<file path="src/hw/rtl/round_robin_process_scheduler_macros.svh">
// assertion helpers shared by the scheduler
`ifndef ROUND_ROBIN_PROCESS_SCHEDULER_MACROS_SVH
`define ROUND_ROBIN_PROCESS_SCHEDULER_MACROS_SVH

// same-cycle implication, disabled during reset
`define RRPS_ASSERT_NOW(label, ante, cons) \
  label: assert property (@(posedge clk) disable iff (!rst_n) (ante) |-> (cons)) \
    else $error("scheduler check failed");

// next-cycle implication, disabled during reset
`define RRPS_ASSERT_NEXT(label, ante, cons) \
  label: assert property (@(posedge clk) disable iff (!rst_n) (ante) |=> (cons)) \
    else $error("scheduler check failed");

`endif

</file>
<file path="src/hw/rtl/rrps_pkg.sv">
package rrps_pkg;

  // request opcodes
  localparam logic OP_ADD  = 1'b0;
  localparam logic OP_TICK = 1'b1;

  typedef enum logic [2:0] {
    ST_SERVED   = 3'd0,
    ST_FINISHED = 3'd1,
    ST_IDLE     = 3'd2,
    ST_ADDED    = 3'd3,
    ST_FULL     = 3'd4
  } status_t;

  typedef struct packed {
    logic       op;
    logic [7:0] need_time;
  } in_req_t;

  typedef struct packed {
    status_t    status;
    logic [3:0] process_id;
    logic [7:0] run_time;
    logic [7:0] need_time_out;
    logic       all_done;
  } out_res_t;

endpackage

</file>
<file path="src/hw/rtl/round_robin_process_scheduler.sv">
// round-robin time-slice scheduler over a table of process slots
// a request passes through slot read and execute before its result is registered; execute waits for the output register
// one request at a time: no new request is accepted until the read-modify-write of its slot memory entry completes
// a result waiting at the output does not block acceptance of the next request
// reset (rst_n low, synchronous): no live slot, slot 0 searched first, no slot handed out;
// the slot memory itself is not cleared, every slot is written when it is added
`include "round_robin_process_scheduler_macros.svh"

module round_robin_process_scheduler
  import rrps_pkg::*;
#(
  parameter int MAX_PROCESSES = 16,
  parameter int TIME_WIDTH    = 8
) (
  input  logic     clk,
  input  logic     rst_n,
  input  logic     in_valid,
  output logic     in_stall,
  input  in_req_t  in_data,
  output logic     out_valid,
  input  logic     out_stall,
  output out_res_t out_data
);

  localparam int SLOT_W = (MAX_PROCESSES > 1) ? $clog2(MAX_PROCESSES) : 1;
  localparam int CNT_W  = $clog2(MAX_PROCESSES + 1);
  localparam int TW     = TIME_WIDTH;

  // sequencer: accept, read slot memory, execute and write back
  typedef enum logic [2:0] {
    S_IDLE = 3'b001,
    S_RD   = 3'b010,
    S_EX   = 3'b100
  } state_t;

  state_t                     state_r, state_nxt;
  logic [MAX_PROCESSES-1:0]   live_r, live_nxt;
  logic [SLOT_W-1:0]          last_r, last_nxt;
  logic [CNT_W-1:0]           next_slot_r, next_slot_nxt;

  // captured request
  logic                       op_r;
  logic [TW-1:0]              need_r;
  logic [SLOT_W-1:0]          slot_r;
  logic                       found_r;

  // slot memory: {need, run} per slot, registered read
  logic [2*TW-1:0]            mem [MAX_PROCESSES];
  logic [2*TW-1:0]            rdata_r;
  logic [2*TW-1:0]            wdata;
  logic                       mem_we;
  logic [TW-1:0]              rd_need;
  logic [TW-1:0]              rd_run;
  logic [TW-1:0]              run_inc;

  // output register
  logic                       out_valid_r;
  out_res_t                   out_data_r;
  out_res_t                   res;

  logic                       in_acc;
  logic                       ex_go;
  logic                       full;
  logic                       finished;

  // rotating search
  logic [MAX_PROCESSES-1:0]   above;
  logic [MAX_PROCESSES-1:0]   cand;
  logic [MAX_PROCESSES-1:0]   first_oh;
  logic [SLOT_W-1:0]          search_idx;

  // check qualifiers
  logic                       tick_hit;
  logic                       add_hit;

  assign in_stall  = (state_r != S_IDLE);
  assign in_acc    = in_valid && !in_stall;
  assign out_valid = out_valid_r;
  assign out_data  = out_data_r;

  // execute only when the output register is free or being emptied
  assign ex_go = (state_r == S_EX) && (!out_valid_r || !out_stall);
  assign full  = (next_slot_r == CNT_W'(MAX_PROCESSES));

  // first live slot after the one served last, wrapping to the lowest live slot
  always_comb begin
    for (int i = 0; i < MAX_PROCESSES; i++) begin
      above[i] = (SLOT_W'(i) > last_r);
    end
    cand     = (|(live_r & above)) ? (live_r & above) : live_r;
    first_oh = cand & (~cand + {{(MAX_PROCESSES-1){1'b0}}, 1'b1});
    search_idx = '0;
    for (int i = 0; i < MAX_PROCESSES; i++) begin
      if (first_oh[i]) begin
        search_idx = search_idx | SLOT_W'(i);
      end
    end
  end

  assign rd_need  = rdata_r[2*TW-1:TW];
  assign rd_run   = rdata_r[TW-1:0];
  assign run_inc  = rd_run + {{(TW-1){1'b0}}, 1'b1};
  assign finished = (run_inc >= rd_need);

  // execute step: result, write-back data and next control state
  always_comb begin
    live_nxt      = live_r;
    last_nxt      = last_r;
    next_slot_nxt = next_slot_r;
    mem_we        = 1'b0;
    wdata         = {need_r, {TW{1'b0}}};
    res           = '0;
    res.status    = ST_IDLE;
    if (op_r == OP_ADD) begin
      if (full) begin
        res.status = ST_FULL;
      end else begin
        // fresh process: need loaded, run time cleared
        mem_we                = ex_go;
        wdata                 = {need_r, {TW{1'b0}}};
        live_nxt[slot_r]      = 1'b1;
        next_slot_nxt         = next_slot_r + {{(CNT_W-1){1'b0}}, 1'b1};
        res.status            = ST_ADDED;
        res.process_id        = 4'(slot_r);
        res.need_time_out     = 8'(need_r);
      end
    end else if (found_r) begin
      // serve one slice and retire once run reaches need
      mem_we            = ex_go;
      wdata             = {rd_need, run_inc};
      last_nxt          = slot_r;
      res.status        = finished ? ST_FINISHED : ST_SERVED;
      res.process_id    = 4'(slot_r);
      res.run_time      = 8'(run_inc);
      res.need_time_out = 8'(rd_need);
      if (finished) begin
        live_nxt[slot_r] = 1'b0;
      end
    end
    res.all_done = ~|live_nxt;
  end

  always_comb begin
    state_nxt = state_r;
    unique case (state_r)
      S_IDLE: begin
        if (in_acc) begin
          state_nxt = S_RD;
        end
      end
      S_RD: begin
        state_nxt = S_EX;
      end
      S_EX: begin
        if (ex_go) begin
          state_nxt = S_IDLE;
        end
      end
      default: begin
        state_nxt = S_IDLE;
      end
    endcase
  end

  // control state
  always_ff @(posedge clk) begin
    if (!rst_n) begin
      state_r     <= S_IDLE;
      live_r      <= '0;
      last_r      <= SLOT_W'(MAX_PROCESSES - 1);
      next_slot_r <= '0;
      out_valid_r <= 1'b0;
    end else begin
      state_r <= state_nxt;
      if (ex_go) begin
        live_r      <= live_nxt;
        last_r      <= last_nxt;
        next_slot_r <= next_slot_nxt;
        out_valid_r <= 1'b1;
      end else if (out_valid_r && !out_stall) begin
        out_valid_r <= 1'b0;
      end
    end
  end

  // request capture and result payload
  always_ff @(posedge clk) begin
    if (in_acc) begin
      op_r   <= in_data.op;
      need_r <= TW'(in_data.need_time);
      if (in_data.op == OP_ADD) begin
        slot_r <= next_slot_r[SLOT_W-1:0];
      end else begin
        slot_r <= search_idx;
      end
      found_r <= |live_r;
    end
    if (ex_go) begin
      out_data_r <= res;
    end
  end

  // slot memory
  always_ff @(posedge clk) begin
    if (mem_we) begin
      mem[slot_r] <= wdata;
    end
    if (state_r == S_RD) begin
      rdata_r <= mem[slot_r];
    end
  end

  // checks
  assign tick_hit = ex_go && (op_r == OP_TICK) && found_r;
  assign add_hit  = ex_go && (op_r == OP_ADD) && !full;

  `RRPS_ASSERT_NOW(a_served_slot_live, tick_hit, live_r[slot_r])
  `RRPS_ASSERT_NEXT(a_finish_retires, tick_hit && finished, !live_r[slot_r])
  `RRPS_ASSERT_NEXT(a_add_advances, add_hit, next_slot_r == $past(next_slot_r) + 1'b1)
  `RRPS_ASSERT_NOW(a_count_bounded, 1'b1, next_slot_r <= CNT_W'(MAX_PROCESSES))

endmodule

</file>
<file path="config.mk">
export PLATFORM = sky130hd
export DESIGN_NAME = round_robin_process_scheduler
export DESIGN_NICKNAME = d
export VERILOG_FILES = /design/src/hw/rtl/rrps_pkg.sv /design/src/hw/rtl/round_robin_process_scheduler.sv
export VERILOG_INCLUDE_DIRS = /design/src /design/src/hw/rtl
export SDC_FILE = /design/constraint.sdc
export NUM_CORES = 1
export LEC_CHECK = 0
export ABC_CLOCK_PERIOD_IN_PS = 12100
export CAP_MARGIN = 10
export CORE_ASPECT_RATIO = 1.75
export CORE_MARGIN = 2
export CORE_UTILIZATION = 47
export CTS_BUF_LIST = sky130_fd_sc_hd__clkbuf_4 sky130_fd_sc_hd__clkbuf_8
export DETAILED_ROUTE_END_ITERATION = 7
export DONT_BUFFER_PORTS = 1
export PLACE_DENSITY = 0.62
export SYNTH_ARGS = -nofsm -noshare
export SYNTH_HDL_FRONTEND = slang
export SYNTH_SLANG_ARGS = --single-unit
</file>
<file path="constraint.sdc">
create_clock -name clk -period 12.1 [get_ports clk]
set_input_delay 1.815 -clock clk [delete_from_list [all_inputs] [get_ports clk]]
set_output_delay 1.815 -clock clk [all_outputs]
set_load 0.1 [all_outputs]
</file>
After elaboration in Yosys (flattened, before gate mapping)
Memories as Yosys holds them, arrays and structs flattened. A register that Yosys moved wholly into a read port is not among the register bits.
Cells that the tools add are included.
{"block": "op_classes", "addsub": 3, "multipliers": 0, "div_mod_pow": 0, "order_cmp": 19, "n_eq_ne": 7, "shift": 0, "muxes": 42, "n_bitwise": 8, "n_reduce_logical": 17}
{"cell": "$mux W16", "n": 7}
{"cell": "$and A16 B16 Y16", "n": 3}
{"cell": "$reduce_or A16 Y1", "n": 3}
{"cell": "$mux W4", "n": 10}
{"cell": "$gt A4 B4 Y1 const A", "n": 8}
{"cell": "$not A16 Y16", "n": 2}
{"cell": "$mux W22", "n": 1}
{"cell": "$mux W3", "n": 7}
{"cell": "$add A16 B1 Y16 const B", "n": 1}
{"cell": "$gt A3 B4 Y1 const A", "n": 4}
{"cell": "$mux W8", "n": 2}
{"cell": "$or A16 B16 Y16", "n": 1}
{"cell": "$mux W1", "n": 10}
{"cell": "$pmux W3 S3", "n": 1}
{"cell": "$add A8 B1 Y8 const B", "n": 1}
{"cell": "$ge A8 B8 Y1", "n": 1}
{"cell": "$gt A1 B4 Y1 const A", "n": 2}
{"cell": "$gt A2 B4 Y1 const A", "n": 2}
{"cell": "$mux W7", "n": 1}
{"cell": "$reduce_and A3 Y1", "n": 2}
{"cell": "$add A5 B1 Y5 const B", "n": 1}
{"cell": "$eq A5 B5 Y1 const B", "n": 1}
{"cell": "$lt A4 B5 Y1 const B", "n": 1}
{"cell": "$demux W1 S4", "n": 1}
{"cell": "other kinds (13)", "n": 23}
{"block": "word_totals", "register_bits": 67, "latchBits": 0, "ram_bits": 256, "mem_bits_ro": 0, "in_bits": 13, "out_inout_bits": 26, "wordCells": 111, "memories": 1}
{"name": "mem", "words": 16, "word_bits": 16, "rd": 1, "rd_ports_with_merged_regs": 1, "wr": 1, "line_no": "round_robin_process_scheduler.sv:48", "source": "logic [2*TW-1:0] mem [MAX_PROCESSES];"}

Depth between registers and ports, before layout
Gate-level depths: netlist (run 1).
{"block": "depth", "ltp_word": 23, "ltp_mapped": 14}

Worst setup path before layout (run 1)
OpenSTA, ideal clock, no wires.
{"block": "synth_timing", "kind": "input -> register", "start": "input port out_stall", "end": "memory mem[6][0] (netlist name), enable pin", "setup_ns": 0.388, "arrival_time_ns": 4.743, "path_slack_ns": 6.969, "stages": 4, "path_buffers": 1, "cell_sequence": "a21oi_1 > nand2_1 > clkbuf_1 > nor2_1"}
{"block": "synth_via", "elab_chain_len": 7}
{"item": "start, declared", "line_no": "round_robin_process_scheduler.sv:21", "source": "input logic out_stall,"}
{"item": "$logic_not A1 Y1 *", "line_no": "round_robin_process_scheduler.sv:82", "source": "assign ex_go = (state_r == S_EX) && (!out_valid_r || !out_stall);"}
{"item": "$logic_or A1 B1 Y1 *", "line_no": "round_robin_process_scheduler.sv:82"}
{"item": "$logic_and A1 B1 Y1 *", "line_no": "round_robin_process_scheduler.sv:82"}
{"item": "$mux W1 (on tied branches)", "line_no": "round_robin_process_scheduler.sv:115, round_robin_process_scheduler.sv:127"}
{"item": "$mux W1 *", "line_no": "round_robin_process_scheduler.sv:114", "source": "if (op_r == OP_ADD) begin"}
{"item": "$mux W1 *", "line_no": "round_robin_process_scheduler.sv:205", "source": "if (mem_we) begin"}
{"item": "$mux W1 (not written as such) *", "line_no": "round_robin_process_scheduler.sv:206", "source": "mem[slot_r] <= wdata;"}
{"item": "end, declared", "line_no": "round_robin_process_scheduler.sv:48"}
Mark *: on every way between the ends. The rest lies on a longest branch, timed or not.

Worst setup path after layout (run 1)
{"block": "layout_timing", "start": "input port out_stall", "end": "memory mem[3][12] (netlist name), enable pin"}
The elaborated chain is that of the path after synthesis.

==> results of run 1 <==
layer usage:
| metal | vias up | wire length [µm] | GRT usage, % |
|---|---|---|---|
| met4 | 0 | 1990 | 12.3 |
| met5 | - | 0 | 0 |
| met2 | 271 | 18200 | 39.9 |
| li1 | 3428 | - | - |
| met1 | 3884 | 12700 | 26.3 |
| met3 | 75 | 1820 | 3.99 |
power groups by stage:
stage | Combinational, mW | Clock (mW) | Sequential (mW)
floorplan | 0.0851 | 0 | 1.32
detailed placement | 0.132 | 0 | 1.32
global route | 0.137 | 0.951 | 1.29
CTS | 0.132 | 0.907 | 1.29
global placement | 0.131 | 0 | 1.32
finish | 0.130 | 0.887 | 1.29
area by class of cell:
| type | count | area [µm²] |
|---|---|---|
| diodes | 2 | 5.00 |
| flip-flops and latches | 339 | 9890 |
| clock buffers | 58 | 729 |
| inverters | 16 | 60.1 |
| repair buffers | 14 | 105 |
| clock inverters | 25 | 199 |
| well taps | 387 | 484 |
| multi-input cells | 460 | 4080 |
| fillers | 2418 | 14300 |
placed cells by master, fill, tap and decap left out, drive strengths merged, types with 3 or more instances in the layout:
cell      Yosys  layout
a211o         3       3
a21o          5       5
a21oi        12      12
a31oi         7       7
a41oi         3       3
and2         42      42
and3          6       6
buf          16      14
bufinv        0       3
clkbuf       26      58
clkinv        0      18
clkinvlp      0       3
dfxtp        29      29
edfxtp      310     310
ha           11      11
inv          16      17
mux2i         3       3
mux4         80      80
nand2        67      67
nand2b        4       4
nand3        23      23
nand4        10      10
nor2         46      46
nor2b         9       9
nor3          5       5
nor4          3       3
o21a          4       4
o21ai        68      68
o22ai         4       4
xnor2         7       7
xor2          3       3
cell families after synthesis:
| family | count (synthesis) | share of synthesized area (%) |
|---|---|---|
| AOI/OAI and AO/OA | 127 | 5.72 |
| xor gates and xnor gates | 10 | 0.619 |
| adders and majority gates | 11 | 0.973 |
| buffers and inverters | 58 | 1.65 |
| DFF | 339 | 69.9 |
| muxes | 84 | 13.0 |
| and+or+nand+nor | 228 | 8.08 |
metrics by stage:
step | std cells | util (%) | cell area [µm²]
floorplan | 857 | - | 14100
global placement | 1216 | 49.0 | 14600
detailed placement | 1216 | 49.0 | 14600
CTS | 1299 | 52.1 | 15500
global route | 1300 | 52.1 | 15600
finish | 1301 | 52.1 | 15600
worst paths after layout:
| kind | start | end | depth (start not counted) |
|---|---|---|---|
| setup / recovery | out_stall | mem[3][12]$_DFFE_PP_ | 4 |
| hold / removal | next_slot_r[1]$_SDFFE_PN0P_ | next_slot_r[1]$_SDFFE_PN0P_ | 2 |
| setup reg to reg | rdata_r[0]$_DFFE_PP_ | live_r[13]$_SDFFE_PN0P_ | 12 |
| hold reg to reg | next_slot_r[1]$_SDFFE_PN0P_ | next_slot_r[1]$_SDFFE_PN0P_ | 2 |
critical path, cell delays in order:
cell	delay (ns)
a21oi_4	0.11
buf_4	0.38
nand2_1	0.68
nor2_2	0.96
flip-flops by register name (all words and copies together), names as in the netlist, 3 cells and up:
signal / cells
live_r: 16
need_r: 8
rdata_r: 16
out_data: 24
state_r: 3
slot_r: 4
mem: 256
next_slot_r: 5
last_r: 4
==> flow_summary.yaml, run 1 <==
logic_synthesis:
  synth_area_um2: 14100
  ys_seq_elements: 339
  synth.largest_area_cell: "edfxtp_1"
  ys_seq_area_share_pct: 69.9
  synth_common_cells: "310 x edfxtp_1, 80 x mux4_2, 67 x nand2_1"
  synth_ff_type: "edfxtp_1"
  ys_top_cells_by_area: "edfxtp_1 66%, mux4_2 13%, dfxtp_1 4.1%, o21ai_0 2.3%, nand2_1 1.8%"
  synth_area_per_cell_um2: 16.5
  synth.top_cell.area_share_pct: 65.8
  syn_inst: 857
  synth_edf_count: 310
  synth-async-reset-ratio_pct: 0
  yosysMostFrequentCell: "edfxtp_1"
  yosys.cell_types.count: 61
  synth_nets: 881
  yosysWarnings: 0
power:
  clkPwrFrac_pct: 38.4
  power_mw: 2.31
  power_switching_share_pct: 22.2
  ir_worst_vdd_mv: 0.132
  p_switching_mw: 0.512
  p_seq_share_pct: 56.0
  leakage_nw: 5.03
  p_per_area_nw_per_um2: 149
  internal_power_mw: 1.80
  pwr-share-comb_pct: 5.6
timing:
  skew_ns: 0.0319
  tightest_slew_ns: 1.20
  rsz0062_at_grt: "false"
  max_slew_margin_pct: 19.9
  setup_tns_ns: 0
  finalWorstSetupSlack_ns: 8.34
  fin_crit_ns: 3.76
  hold_viol: 0
  slew_viol_final: 0
  finalCritPeriodShare_pct: 31.1
  max_freq_ghz: 0.266
  setup_viol: 0
  hold_slack_ns: 0.501
die:
  rows: 84
  die_x_um: 135
  coreArea_um2: 29800
  dieArea_um2: 31500
  die_h_um: 233
  design.portCount: 39
  start_util_pct: 47.4
global_route:
  overflow: 0
  antenna_found_initial: 2
  grtUsageTotal_pct: 22.7
  grt_pass1_vias: 7762
  grt_max_degree: 74
  grt_pass1_wl_mm: 51.3
flow_run:
  drv_cap: 0
clock_network:
  clkTransAtPathRegs_ns: 0.06
  cts-resized-gates: 0
  post_cts_buffers: 0
  cts-root-buf: "clkbuf_8"
  cts_tree: "done"
  cts_sinks: 339
  clkLatencyLatePin_ns: 0.59
  clk_path_buf_depth: 3
  cts_buffers: 47
  ctsHtreeMaxLevel: 2
  hold_buffers: 0
routing:
  drt_iter0_markers: 803
  drc: 0
  via_per_inst: 5.89
  routed_wl_mm: 34.8
  drt-pass1-iter-count: 5
  vias: 7658
  drtAntennaViolNets: 0
  wl_per_cell_um: 26.7
critical_path:
  arrival_ns: 3.97
  regToRegSetupSlack_ns: 8.51
  cp-end-kind: "flip-flop"
  worstPathMaxFanout: 32
  required_ns: 12.31
  crit_type: "input pin to flip-flop"
  cp-start-kind: "input pin"
layout:
  nets: 902
  drive_gt1_share_pct: 21.5
  syn_to_final_growth_pct: 9.98
placement:
  gp_congestion: 0.948
  preCtsSetupSlack_ns: 7.71
  hpwl_mm: 24.0
  numPortBuffers: 0
worst_hold_path:
  hp-class: "flip-flop to flip-flop"
run_status:
  status: "completed"
No activity file was read; power rests on OpenSTA's default activity.
==> inputs of run 2 (changes only) <==
ABC_CLOCK_PERIOD_IN_PS = 3910   (was 12100)
clock period = 3.91 ns   (was 12.1 ns; I/O delays follow)
==> run 2 against run 1 <==
Effect of this change: sequential share of layout area is 0.71 points lower; critical path type is now flip-flop to flip-flop; critical endpoint is now live_r[7]$_SDFFE_PN0P_; register-to-register slack worse by 7.9 ns; core utilization is 0.59 points higher; largest cell class unchanged; global-route usage is 0.053 points higher; non-clock buffer count is 25 higher; first-iteration DRC count is 27% lower; sequential power grew to 3.1 times the previous value; setup slack worse by 7.7 ns; die area stayed put.
==> flow_summary.yaml, run 2 (synthesis results as in run 1) <==
timing:
  finalCritPeriodShare_pct: 84.1
  skew_ns: 0.0249
  setup_viol: 0
  max_slew_margin_pct: 30.5
  slew_viol_final: 0
  hold_viol: 0
  rsz0062_at_grt: "false"
  fin_crit_ns: 3.29
  max_freq_ghz: 0.304
  tightest_slew_ns: 1.04
  setup_tns_ns: 0
clock_network:
  post_cts_buffers: 0
  hold_buffers: 0
  clkLatencyLatePin_ns: 0.59
  cts_buffers: 47
  cts_sinks: 339
  cts-root-buf: "clkbuf_8"
  ctsHtreeMaxLevel: 2
  cts-resized-gates: 0
  clk_path_buf_depth: 3
  cts_tree: "done"
  clkTransAtPathRegs_ns: 0.07
die:
  design.portCount: 39
  die_x_um: 135
  coreArea_um2: 29800
  start_util_pct: 47.4
  dieArea_um2: 31500
  rows: 84
  die_h_um: 233
routing:
  drt-pass1-iter-count: 6
  vias: 7986
  routed_wl_mm: 34.9
  drt_iter0_markers: 584
  via_per_inst: 6.01
  wl_per_cell_um: 26.3
  drtAntennaViolNets: 0
  drc: 0
power:
  clkPwrFrac_pct: 37.4
  p_per_area_nw_per_um2: 444
  ir_worst_vdd_mv: 0.241
  pwr-share-comb_pct: 5.0
  internal_power_mw: 5.44
  power_switching_share_pct: 22.0
  leakage_nw: 5.16
  p_seq_share_pct: 57.5
  p_switching_mw: 1.54
critical_path:
  max_stage_delay_ns: 0.62
  r2r_start: "rdata_r[0]$_DFFE_PP_"
  worstPathMaxFanout: 16
  cpMaxStageDelayCell: "or3b_1"
  cp-start-kind: "flip-flop"
  crit_path_frequent_cell: "o21ai_0"
  path_cells: "ha_1 > nand3_1 > nor2_1 > xor2_1 > ha_1 > o21a_1 > o21ai_0 > o31a_1 > or3b_1 > o21ai_0 > o21ai_0 > and2_1"
  required_ns: 4.40
  crit_type: "flip-flop to flip-flop"
  cp-end-kind: "flip-flop"
  cp-startpoint: "rdata_r[0]$_DFFE_PP_"
  arrival_ns: 3.78
placement:
  numPortBuffers: 0
  hpwl_mm: 22.0
  gp_congestion: 0.947
layout:
  largest_reg_flops: 256
  layout_common_cells: "310 x edfxtp_1, 80 x mux4_2, 67 x nand2_1"
  syn_to_final_growth_pct: 11.2
  drive_gt1_share_pct: 23.5
  top_register: "mem"
  mostFrequentLayoutCell: "edfxtp_1"
  nets: 927
  num-fill-cells: 2428
  final_util_pct: 52.7
worst_hold_path:
  hp-class: "input pin to flip-flop"
  hp-start: "rst_n"
flow_run:
  drv_cap: 0
run_status:
  status: "completed"
global_route:
  grtUsageTotal_pct: 22.8
  overflow: 0
  grt_pass1_wl_mm: 51.6
  antenna_found_initial: 1
  grt_pass1_vias: 8031
  grt_max_degree: 66
[run 2: critical path, delay by kind of cell (launching register included)]
family	cells	cell delay (ns)
simple gates	4	1.07
compound gates	5	0.99
flops	1	0.44
fa+ha+maj	2	0.43
xor+xnor	1	0.25
[run 2: final timing paths]
path                                                    end  slack, ns  cells after the start
worst max register to register       live_r[7]$_SDFFE_PN0P_       0.62                     12
worst min register to register  next_slot_r[1]$_SDFFE_PN0P_       0.51                      2
worst min-delay path                state_r[0]$_SDFFE_PN1P_       0.07                      1
worst max-delay path                 live_r[7]$_SDFFE_PN0P_       0.62                     12
[run 2: metal layers]
| layer | wire length, µm | vias up | GRT usage (%) |
|---|---|---|---|
| met3 | 1630 | 108 | 3.93 |
| met5 | 0 | - | 0 |
| met4 | 1880 | 0 | 11.8 |
| met2 | 18900 | 308 | 41.4 |
| li1 | - | 3476 | - |
| met1 | 12500 | 4094 | 25.3 |
[run 2: per-stage QoR]
stage | instances | cell area [µm²] | hold WS [ns] | worst slack, ns | total power, mW
floorplan | 857 | 14100 | 0.474 | 0.476 | 4.34
global route | 1326 | 15700 | 0.0441 | 0.312 | 7.20
finish | 1328 | 15700 | 0.0677 | 0.622 | 6.98
detailed placement | 1241 | 14800 | 0.504 | 0.697 | 4.45
global placement | 1241 | 14800 | 0.493 | 0.752 | 4.45
CTS | 1326 | 15700 | 0.0341 | 0.670 | 7.03
[run 2: area by class of cell]
cell class / count / area (µm²) / share of cell area (%)
multi-input combinational: 460 / 4080 / 25.9
antenna: 2 / 5.00 / 0.0318
clock buffer: 63 / 779 / 4.96
clock inverter: 22 / 106 / 0.676
inverter: 16 / 60.1 / 0.382
timing repair buffer: 39 / 330 / 2.10
tap: 387 / 484 / 3.08
sequential: 339 / 9890 / 62.9
[run 2: power by group through the flow]
stage	Clock (mW)	Combinational [mW]	Sequential, mW
2_1_floorplan	0	0.263	4.07
3_3_place_gp	0	0.354	4.09
5_1_grt	2.80	0.379	4.01
6_report	2.61	0.352	4.02
3_5_place_dp	0	0.358	4.09
4_1_cts	2.66	0.358	4.01
